**config.mk**
```make
export PLATFORM = sky130hd
export DESIGN_NAME = ptw_ctrl
export DESIGN_NICKNAME = d
export VERILOG_FILES = /design/src/rtl/ptw_pkg.sv /design/src/rtl/ptw_ctrl.sv
export SDC_FILE = /design/constraint.sdc
export NUM_CORES = 1
export LEC_CHECK = 0
export BUFFER_PORTS_ARGS = -buffer_cell sky130_fd_sc_hd__buf_2
export CORE_UTILIZATION = 48
export CTS_BUF_LIST = sky130_fd_sc_hd__clkbuf_4 sky130_fd_sc_hd__clkbuf_8 sky130_fd_sc_hd__clkbuf_16
export CTS_CLUSTER_DIAMETER = 150
export DETAILED_ROUTE_END_ITERATION = 10
export GPL_TIMING_DRIVEN = 0
export PLACE_DENSITY = 0.77
export SLEW_MARGIN = 40
export SYNTH_ARGS = -nofsm -noshare
export SYNTH_HDL_FRONTEND = slang
export SYNTH_SLANG_ARGS = --single-unit
```
**constraint.sdc**
```tcl
create_clock -name aclk -period 5 [get_ports aclk]
set_clock_uncertainty 0.1 [all_clocks]
set_input_delay 0.5 -clock aclk [delete_from_list [all_inputs] [get_ports aclk]]
set_output_delay 0.5 -clock aclk [all_outputs]
set_load 0.01 [all_outputs]
```
**src/rtl/ptw_pkg.sv**
```systemverilog
package ptw_pkg;

    localparam int PTW_TABLE_PAGES = 16;
    localparam int PTW_ENTRIES     = 512;
    localparam int PTW_IDX_W       = 9;
    localparam int PTW_OFF_W       = 12;
    localparam int PTW_FLAG_W      = 10;
    localparam int PTW_PPN_W       = 44;
    localparam int PTW_PTE_W       = 54;
    localparam int PTW_VA_W        = 39;
    localparam int PTW_PA_W        = 56;
    localparam int PTW_PERM_W      = 8;

    // pte flag positions
    localparam int PTE_V_BIT = 0;
    localparam int PTE_U_BIT = 4;

    typedef enum logic [1:0] {
        KIND_XLATE = 2'd0,
        KIND_MAP   = 2'd1,
        KIND_UNMAP = 2'd2,
        KIND_NONE  = 2'd3
    } ptw_kind_t;

    typedef enum logic [2:0] {
        ST_OK         = 3'd0,
        ST_NOT_MAPPED = 3'd1,
        ST_ALREADY    = 3'd2,
        ST_NO_SPACE   = 3'd3,
        ST_NOT_LEAF   = 3'd4,
        ST_VA_HIGH    = 3'd5,
        ST_OUTSIDE    = 3'd6
    } ptw_status_t;

    typedef enum logic [2:0] {
        PTW_CLEAR,
        PTW_IDLE,
        PTW_READ,
        PTW_EVAL,
        PTW_HOLD
    } ptw_state_t;

    // one access cycle of the table store
    typedef struct packed {
        logic rd;
        logic wr;
        logic alloc;
    } ptw_mem_op_t;

    typedef struct packed {
        ptw_status_t           status;
        logic [PTW_PA_W-1:0]   addr;
    } ptw_result_t;

    function automatic logic [PTW_IDX_W-1:0] level_index(
        input logic [PTW_VA_W-1:0] va,
        input logic [1:0]          level
    );
        logic [PTW_IDX_W-1:0] idx;
        case (level)
            2'd2:    idx = va[38:30];
            2'd1:    idx = va[29:21];
            default: idx = va[20:12];
        endcase
        return idx;
    endfunction

endpackage

```
**src/rtl/ptw_ctrl.sv**
```systemverilog
module ptw_ctrl
    import ptw_pkg::*;
#(
    parameter int TABLE_PAGES = PTW_TABLE_PAGES,
    parameter int PAGE_W      = $clog2(TABLE_PAGES),
    parameter int ADDR_W      = PAGE_W + PTW_IDX_W
) (
    input  logic                   aclk,
    input  logic                   aresetn,
    input  logic                   s_valid,
    input  logic [1:0]             s_kind,
    input  logic [PTW_VA_W-1:0]    s_va,
    input  logic [PTW_PPN_W-1:0]   s_ppn,
    input  logic [PTW_PERM_W-1:0]  s_perm,
    output logic                   s_ready,
    input  logic [PTW_PPN_W-1:0]   base_ppn,
    input  logic                   out_free,
    output logic                   res_valid,
    output ptw_result_t            res,
    output ptw_mem_op_t            op,
    output logic [ADDR_W-1:0]      rd_addr,
    output logic [ADDR_W-1:0]      wr_addr,
    output logic [PTW_PTE_W-1:0]   wr_data,
    output logic [PAGE_W-1:0]      alloc_page,
    input  logic [PTW_PTE_W-1:0]   rd_pte
);

    localparam int DEPTH = TABLE_PAGES * PTW_ENTRIES;
    localparam int NF_W  = $clog2(TABLE_PAGES + 1);

    ptw_state_t             state_reg, state_next;
    ptw_kind_t              kind_reg;
    logic [PTW_VA_W-1:0]    va_reg;
    logic [PTW_PPN_W-1:0]   ppn_reg;
    logic [PTW_PERM_W-1:0]  perm_reg;
    logic [1:0]             level_reg;
    logic [PAGE_W-1:0]      page_reg;
    logic [NF_W-1:0]        next_free_reg;
    logic [ADDR_W-1:0]      clr_cnt_reg;
    ptw_result_t            hold_res_reg;

    logic                   done;
    logic                   follow;
    ptw_result_t            fin;
    logic [PTW_PPN_W-1:0]   pte_ppn;
    logic [PTW_PPN_W-1:0]   rel;
    logic                   outside;
    logic                   no_space;
    logic [PTW_PPN_W-1:0]   ptr_ppn;
    logic                   accept;
    logic                   clr_done;

    assign accept   = s_valid && s_ready;
    assign clr_done = clr_cnt_reg == ADDR_W'(DEPTH - 1);
    assign pte_ppn  = rd_pte[PTW_PTE_W-1:PTW_FLAG_W];
    assign rel      = pte_ppn - base_ppn;
    assign outside  = rel >= PTW_PPN_W'(TABLE_PAGES);
    assign no_space = next_free_reg >= NF_W'(TABLE_PAGES);
    assign ptr_ppn  = base_ppn + PTW_PPN_W'(next_free_reg);
    assign alloc_page = next_free_reg[PAGE_W-1:0];

    // store access and result decode
    always_comb begin
        op         = '0;
        rd_addr    = '0;
        wr_addr    = '0;
        wr_data    = '0;
        done       = 1'b0;
        follow     = 1'b0;
        fin.status = ST_OK;
        fin.addr   = '0;
        s_ready    = 1'b0;
        case (state_reg)
            PTW_CLEAR: begin
                op.wr   = 1'b1;
                wr_addr = clr_cnt_reg;
            end
            PTW_IDLE: begin
                s_ready = 1'b1;
                if (s_valid) begin
                    if (ptw_kind_t'(s_kind) == KIND_NONE) begin
                        done = 1'b1;
                    end else if (ptw_kind_t'(s_kind) == KIND_XLATE && s_va[38]) begin
                        done       = 1'b1;
                        fin.status = ST_VA_HIGH;
                    end else begin
                        op.rd   = 1'b1;
                        rd_addr = {PAGE_W'(0), level_index(s_va, 2'd2)};
                    end
                end
            end
            PTW_READ: begin
                op.rd   = 1'b1;
                rd_addr = {page_reg, level_index(va_reg, level_reg)};
            end
            PTW_EVAL: begin
                if (level_reg != 2'd0) begin
                    if (rd_pte[PTE_V_BIT]) begin
                        if (outside) begin
                            done       = 1'b1;
                            fin.status = ST_OUTSIDE;
                        end else begin
                            follow  = 1'b1;
                            op.rd   = 1'b1;
                            rd_addr = {rel[PAGE_W-1:0],
                                       level_index(va_reg, level_reg - 2'd1)};
                        end
                    end else if (kind_reg != KIND_MAP) begin
                        done       = 1'b1;
                        fin.status = ST_NOT_MAPPED;
                    end else if (no_space) begin
                        done       = 1'b1;
                        fin.status = ST_NO_SPACE;
                    end else begin
                        op.wr    = 1'b1;
                        op.alloc = 1'b1;
                        wr_addr  = {page_reg, level_index(va_reg, level_reg)};
                        wr_data  = {ptr_ppn, {(PTW_FLAG_W-1){1'b0}}, 1'b1};
                    end
                end else begin
                    done    = 1'b1;
                    wr_addr = {page_reg, level_index(va_reg, 2'd0)};
                    case (kind_reg)
                        KIND_XLATE: begin
                            if (!rd_pte[PTE_V_BIT] || !rd_pte[PTE_U_BIT]) begin
                                fin.status = ST_NOT_MAPPED;
                            end else begin
                                fin.addr = {pte_ppn, va_reg[PTW_OFF_W-1:0]};
                            end
                        end
                        KIND_MAP: begin
                            if (rd_pte[PTE_V_BIT]) begin
                                fin.status = ST_ALREADY;
                            end else begin
                                op.wr   = 1'b1;
                                wr_data = {ppn_reg, 2'b00, perm_reg[PTW_PERM_W-1:1], 1'b1};
                            end
                        end
                        KIND_UNMAP: begin
                            if (!rd_pte[PTE_V_BIT]) begin
                                fin.status = ST_NOT_MAPPED;
                            end else if (rd_pte[PTW_FLAG_W-1:0] == PTW_FLAG_W'(1)) begin
                                fin.status = ST_NOT_LEAF;
                            end else begin
                                op.wr    = 1'b1;
                                fin.addr = {pte_ppn, {PTW_OFF_W{1'b0}}};
                            end
                        end
                        default: begin
                        end
                    endcase
                end
            end
            PTW_HOLD: begin
            end
            default: begin
            end
        endcase
        res_valid = out_free && (done || state_reg == PTW_HOLD);
        res       = (state_reg == PTW_HOLD) ? hold_res_reg : fin;
    end

    // next state
    always_comb begin
        state_next = state_reg;
        case (state_reg)
            PTW_CLEAR: begin
                if (clr_done) begin
                    state_next = PTW_IDLE;
                end
            end
            PTW_IDLE: begin
                if (accept) begin
                    if (done) begin
                        state_next = out_free ? PTW_IDLE : PTW_HOLD;
                    end else begin
                        state_next = PTW_EVAL;
                    end
                end
            end
            PTW_READ: begin
                state_next = PTW_EVAL;
            end
            PTW_EVAL: begin
                if (done) begin
                    state_next = out_free ? PTW_IDLE : PTW_HOLD;
                end else if (op.wr) begin
                    // re-read after the pointer write lands
                    state_next = PTW_READ;
                end
            end
            PTW_HOLD: begin
                if (out_free) begin
                    state_next = PTW_IDLE;
                end
            end
            default: begin
                state_next = PTW_IDLE;
            end
        endcase
    end

    always_ff @(posedge aclk) begin
        if (!aresetn) begin
            state_reg     <= PTW_CLEAR;
            next_free_reg <= NF_W'(1);
            clr_cnt_reg   <= '0;
        end else begin
            state_reg <= state_next;
            if (state_reg == PTW_CLEAR) begin
                clr_cnt_reg <= clr_cnt_reg + ADDR_W'(1);
            end
            if (op.alloc) begin
                next_free_reg <= next_free_reg + NF_W'(1);
            end
        end
    end

    always_ff @(posedge aclk) begin
        if (accept) begin
            kind_reg  <= ptw_kind_t'(s_kind);
            va_reg    <= s_va;
            ppn_reg   <= s_ppn;
            perm_reg  <= s_perm;
            level_reg <= 2'd2;
            page_reg  <= '0;
        end else if (follow) begin
            level_reg <= level_reg - 2'd1;
            page_reg  <= rel[PAGE_W-1:0];
        end else if (op.alloc) begin
            level_reg <= level_reg - 2'd1;
            page_reg  <= next_free_reg[PAGE_W-1:0];
        end
        if (done && !out_free) begin
            hold_res_reg <= fin;
        end
    end

    a_no_rd_wr_same_cycle: assert property (@(posedge aclk) disable iff (!aresetn)
        !(op.rd && op.wr))
        else $error("store read and write in the same cycle");

    a_alloc_bounded: assert property (@(posedge aclk) disable iff (!aresetn)
        next_free_reg <= NF_W'(TABLE_PAGES))
        else $error("allocator ran past the table store");

    a_alloc_steps: assert property (@(posedge aclk) disable iff (!aresetn)
        op.alloc |=> next_free_reg == $past(next_free_reg) + NF_W'(1))
        else $error("allocator did not advance by one page");

    a_eval_after_read: assert property (@(posedge aclk) disable iff (!aresetn)
        (state_reg == PTW_EVAL) |-> $past(op.rd))
        else $error("entry evaluated without a preceding read");

    a_result_has_room: assert property (@(posedge aclk) disable iff (!aresetn)
        res_valid |-> out_free)
        else $error("result issued into a full output register");

endmodule

```
* Word level (Yosys, flattened, before mapping)
Index checks and enable logic that the tools add are counted.
Operators by class: $add $sub $neg 5, equality and inequality tests 18, order comparisons 2, multiplexer cells 83, reductions and logical operators 15
Operator list (number):
- $mux 54 | 7
- $mux 56 | 5
- $pmux 56 s2 | 1
- $mux 13 | 7
- $mux 59 | 1
- $mux 3 | 15
- $add 44x5->44 | 1
- $ge 44x5->1 const B | 1
- $sub 44x44->44 | 1
- $pmux 13 s3 | 1
- $pmux 9 s2 | 2
- $mux 9 | 3
- $pmux 13 s2 | 1
- $mux 1 | 23
- $mux 2 | 8
- $pmux 3 s5 | 1
- $add 13x1->13 const B | 1
- $eq 13x13->1 const B | 1
- $eq 10x1->1 const B | 1
- $pmux 3 s3 | 1
- $eq 2x2->1 const B | 4
- $mux 4 | 2
- $eq 2x1->1 const B | 3
- $eq 3x2->1 const B | 2
- 18 further kinds | 30
Storage, ports and cells: logic and storage cells 134, flip-flop bits (word level) 179, input port bits 195, output and inout port bits 148

* Depth between registers and ports, before layout
word-level depth 9, gate-level depth with buffers 15, mapped depth without buffers 14

* Least setup slack after synthesis
Ideal clock, no wire load.
path type in2reg, from in rd_pte[10], to reg hold_res_reg[0] in the netlist's numbering (enable), library setup time 0.423 ns, required time 4.477 ns, slack -0.210 ns, arrival 4.687 ns, stages 14, buffers on the path 0, path through inv_1 ha_1 fa_1 nor2b_1 o31ai_1 and3_1 or4_1 nor4_1 nand3_1 nor4_1 or4_1 o31ai_4 o21ai_0 and2_1
Between the ends: word-level cells in the longest chain between the ends 7
Ends and longest elaborated chain:
- from (decl) | line ptw_ctrl.sv:25 | input logic [PTW_PTE_W-1:0] rd_pte
- $sub 44x44->44 | line ptw_ctrl.sv:56 | assign rel = pte_ppn - base_ppn;
- $ge 44x5->1 | line ptw_ctrl.sv:57 | assign outside = rel >= PTW_PPN_W'(TABLE_PAGES);
- $mux 1 | line ptw_ctrl.sv:99 | if (outside) begin
- $mux 1 | line ptw_ctrl.sv:98 | if (rd_pte[PTE_V_BIT]) begin
- $mux 1 | line ptw_ctrl.sv:97 | if (level_reg != 2'd0) begin
- $pmux 1 s2 | line ptw_ctrl.sv:73 | case (state_reg)
- $logic_and 1x1->1 | line ptw_ctrl.sv:234 | if (done && !out_free) begin
- to (signal assigned) | line ptw_ctrl.sv:235 | hold_res_reg <= fin;
- to (decl) | line ptw_ctrl.sv:40 | ptw_result_t hold_res_reg;
Every way passes these cells. A chain may end at the register's enable or synchronous reset.

* Worst setup path in the final report
from in base_ppn[24], to out res_valid
Between the ends: word-level cells in the longest chain between the ends 8
Ends and longest elaborated chain:
- from (decl) | line ptw_ctrl.sv:16 | input logic [PTW_PPN_W-1:0] base_ppn,
- $sub 44x44->44 | line ptw_ctrl.sv:56
- $ge 44x5->1 | line ptw_ctrl.sv:57
- $mux 1 | line ptw_ctrl.sv:99
- $mux 1 | line ptw_ctrl.sv:98
- $mux 1 | line ptw_ctrl.sv:97
- $pmux 1 s2 | line ptw_ctrl.sv:73
- $logic_or 1x1->1 | line ptw_ctrl.sv:159 | res_valid = out_free && (done || state_reg == PTW_HOLD);
- $logic_and 1x1->1 | line ptw_ctrl.sv:159
- to (decl) | line ptw_ctrl.sv:18 | output logic res_valid,
Every way passes these cells.

==> metrics.md <==
| Metric | Value |
|---|---|
| Relative slew slack | 0.2143 |
| Clock sink total | 178 |
| Int Pwr | 3.194 mW |
| Vias | 12.01k |
| R2R Path End | state_reg[0]$_SDFFE_PN0P_ |
| Post-Synth Simple-Gate Area | 0.1877 |
| Depth of the worst hold-timing path | 1 |
| Initial core utilization | 0.4866 |
| Post-synthesis mux area share | 0.006656 |
| Total of max-cap violations | 0 |
| Top Ports | between 300 and 400 |
| Synth Area in Adders | 0.06369 |
| Total die area | ~26000 um^2 |
| CTS buffer count | 17 |
| Req. time, crit path | 4400 ps |
| F_max | roughly 200 MHz |
| P per Cell Area | 333.3 nW/um^2 |
| Pre-antenna DRT Iters | 7 |
| Status | complete, no violations |
| Root Buffer | clkbuf_16 |
| Combinational power share | 0.339 |
| Final net count | around 2k |
| Gr usage total | 0.2939 |
| Placed Instance Area | 14430 um^2 |
| Post-CTS Hold Fix Bufs | 0 |
| Top delay family on crit path | compound AO/OA/AOI/OAI gates |
| Critical path's slowest cell | a2111oi_0 |
| PnR worst setup slack | 103.6 ps |
| EDFF count, synth | 151 |
| Die height | 161.6 um |
| Data arrival time of the critical path | 4300 ps |
| H-tree levels | 4 |
| Hold_sp | s_ppn[39] |
| Seq/Total Area, Yosys | 0.4153 |
| Die W | 161.6 um |
| Pre-CTS WS | -412.1 ps |
| WHS Endpoint | ppn_reg[39]$_DFFE_PP_ |
| Global-route wire length before repair | 60230 um |
| Reg power frac | 0.387 |
| Final Critical Period | 4896 ps |
| Clock latency on the worst-skew pair | 440 ps |
| Seq cells post-synth | 178 |
| Initial DRC Count | 847 |
| Critical path class | in -> out |
| Largest stage delay on the critical path | 990 ps |
| Crit share post-route | 0.9793 |
| Yosys top cell area share | 0.3711 |
| Cell Chain, Critical Path | buf_2 -> inv_1 -> ha_1 -> nand2_1 -> nor2_2 -> nand2_1 -> a21oi_1 -> nor3_1 -> a2111oi_0 -> nor4_2 -> nand4_2 -> buf_4 -> o31ai_4 -> o21ai_1 -> o21a_1 -> buf_2 |
| Port bufs | between 300 and 400 |
| Sw frac | 0.3796 |
| Critical Path Sink Type | output pin |
| Hold Crit Class | in -> reg |
| Vias in the first global route | about 12k |
| Synth area leader | edfxtp_1 |
| # DRC | 0 |
| Synthesis-to-layout area growth | 26.43% |
| Synthesis Warnings | 0 |
| Core area | roughly 25000 um^2 |
| Fin. max-slew vios | 0 |
| Post-route ant nets | 0 |
| Yosys cell types | 75 |
| Fraction of layout cells with a size suffix above 1 | 0.2854 |
| CP startpoint kind | input pin |
| Synthesized area | approximately 12000 um^2 |
| Ys flop type | edfxtp_1 |
| R2R depth | 10 |
| Worst reg2reg path startpoint | state_reg[0]$_SDFFE_PN0P_ |
| Setup TNS | 0 ps |
| Worst Tran Pin Value | around 1100 ps |
| Routed WL | 39050 um |
| Initial antenna violation count | 3 |
| Top post-synthesis cells by area | edfxtp_1 37%, ha_1 6.0%, a21o_1 5.0% |
| DP Wirelength | 30500 um |
| R2R setup slack | 1620 ps |
| CP Max Fanout | 7 |
| Switching Power | roughly 2.0 mW |
| Final setup vio count | 0 |
| Final hold violations | 0 |
| CTS clk-pin slew, worst paths | 90 ps |
| XOR/XNOR Fraction of Synth Area | 0.05017 |
| Clock buffer depth | 2 |
| CTS tree | yes |
| CP bufs+invs | 4 |
| Compound-Gate Fraction of Synth Area | 0.2303 |
| Synthesized netlist cell count | 1346 |
| Final instance area | 15450 um^2 |
| Mean Syn Cell Area | about 9.1 um^2 |
| Routability Congestion | between 0.9 and 1 |
| Standard-cell row count | 58 |
| Lkg Pwr | 7.132 nW |
| Vias per cell | 5.799 |
| Part of the power in the clock network | 0.274 |
| Flip-flop count of the largest register after layout | 59 |
| Largest family of logic cells by synthesized area | compound AO/OA/AOI/OAI gates |
| Share of flip-flops with an asynchronous set or reset | 0 |
| Grt ovf | 0 |
| Largest net degree at the start of global routing | 51 |
| DR WL/cell | 18.86 um |
| Worst vdd ir | 0.0002215 V |
[cell usage in the layout, fill, tap and decap left out, types with 53 or more instances in the layout]
master	Yosys	layout
buf_2	12	348
edfxtp_1	151	151
nand2_1	133	131
o21ai_0	110	99
nor2_1	90	88
a21o_1	81	81
and2_1	73	71
a21oi_1	92	71
inv_1	70	69
ha_1	59	56
xnor2_1	53	53
[repair_timing]
item | CTS | global route
pin swaps | 5 | 13
gates resized for setup | 26 | 58
gates cloned | 0 | 0
setup buffers | 4 | 14
setup endpoints to repair | 17 | 51
[cells in the mapped netlist (8+ instances only)]
master	n
o211ai_1	8
nand4_1	28
inv_1	70
nor3_1	32
xnor2_1	53
clkbuf_1	40
o21ai_0	110
xor2_1	17
nor4_1	11
a21o_1	81
o21a_1	11
or3_1	8
and3_1	13
edfxtp_1	151
nand2_1	133
and2_1	73
o21ai_2	8
nand3_1	38
nand2b_1	11
a22o_1	17
nor2_1	90
a22oi_1	22
dfxtp_1	27
buf_2	12
a21oi_1	92
ha_1	59
[worst register-to-register path: cells and delay by family (launching register included)]
kind / cells / cell delay (ps)
simple gates: 5 / 1370
compound gates: 2 / 680
buf+inv: 3 / 820
flops: 1 / 310
[metrics by stage]
| step | power [mW] | util | hold WS (ps) | cells |
|---|---|---|---|---|
| after floorplan | 3.105 | - | 365.7 | 1347 |
| after global placement | 3.627 | 0.5709 | 385.5 | 2016 |
| after detailed placement | 3.677 | 0.5746 | 408.8 | 2021 |
| after CTS | 5.086 | 0.6028 | 106.1 | 2055 |
| after global routing | 5.395 | 0.6153 | 108.8 | 2071 |
| final | 5.149 | 0.6153 | 114.7 | 2071 |
[worst max path at each step]
stage	start	to	slack [ps]	depth (start not counted)
final	base_ppn[24]	res_valid	100	16
after global routing	base_ppn[29]	rd_addr[9]	-10	16
after CTS	base_ppn[0]	rd_addr[0]	3	16
after global placement	base_ppn[21]	hold_res_reg[35]$_DFFE_PN_	-900	13
after floorplan	base_ppn[33]	rd_addr[9]	410	15
after detailed placement	base_ppn[31]	rd_addr[0]	-410	17
[cell families after synthesis]
kind of cell,count (synthesis)
buf+inv,136
other cells,1
fa+ha+maj,61
flops,178
compound gates,429
xor+xnor,70
simple gates,463
mux,8
[layout make-up]
cell class                      count  area (um^2)
Sequential cell                   178         5075
Clock buffer                       17        425.4
Tap cell                          330        412.9
Buffer                             62        305.3
Multi-Input combinational cell   1033         6867
Clock inverter                     15        185.2
Inverter                           71        271.5
Timing Repair Buffer              362         1899
Antenna cell                        3        7.507
Fill cell                        2236         9661
[layer usage]
metal,vias to the layer above,global-route usage,routed length [um],share of wire
li1,5726,-,-,-
met1,5724,0.3587,16310,0.42
met2,490,0.5174,19270,0.49
met3,69,0.05085,2423,0.062
met4,0,0.1085,1040,0.027
met5,-,0,0,0
[power by group through the flow]
stage	Clock (mW)	Combinational [mW]	Sequential [mW]
after floorplan	0	1.10	2.01
after global placement	0	1.59	2.04
after detailed placement	0	1.65	2.02
after CTS	1.42	1.67	1.99
after global routing	1.47	1.91	2.01
final	1.41	1.75	1.99
(Power assumes the default switching activity.)
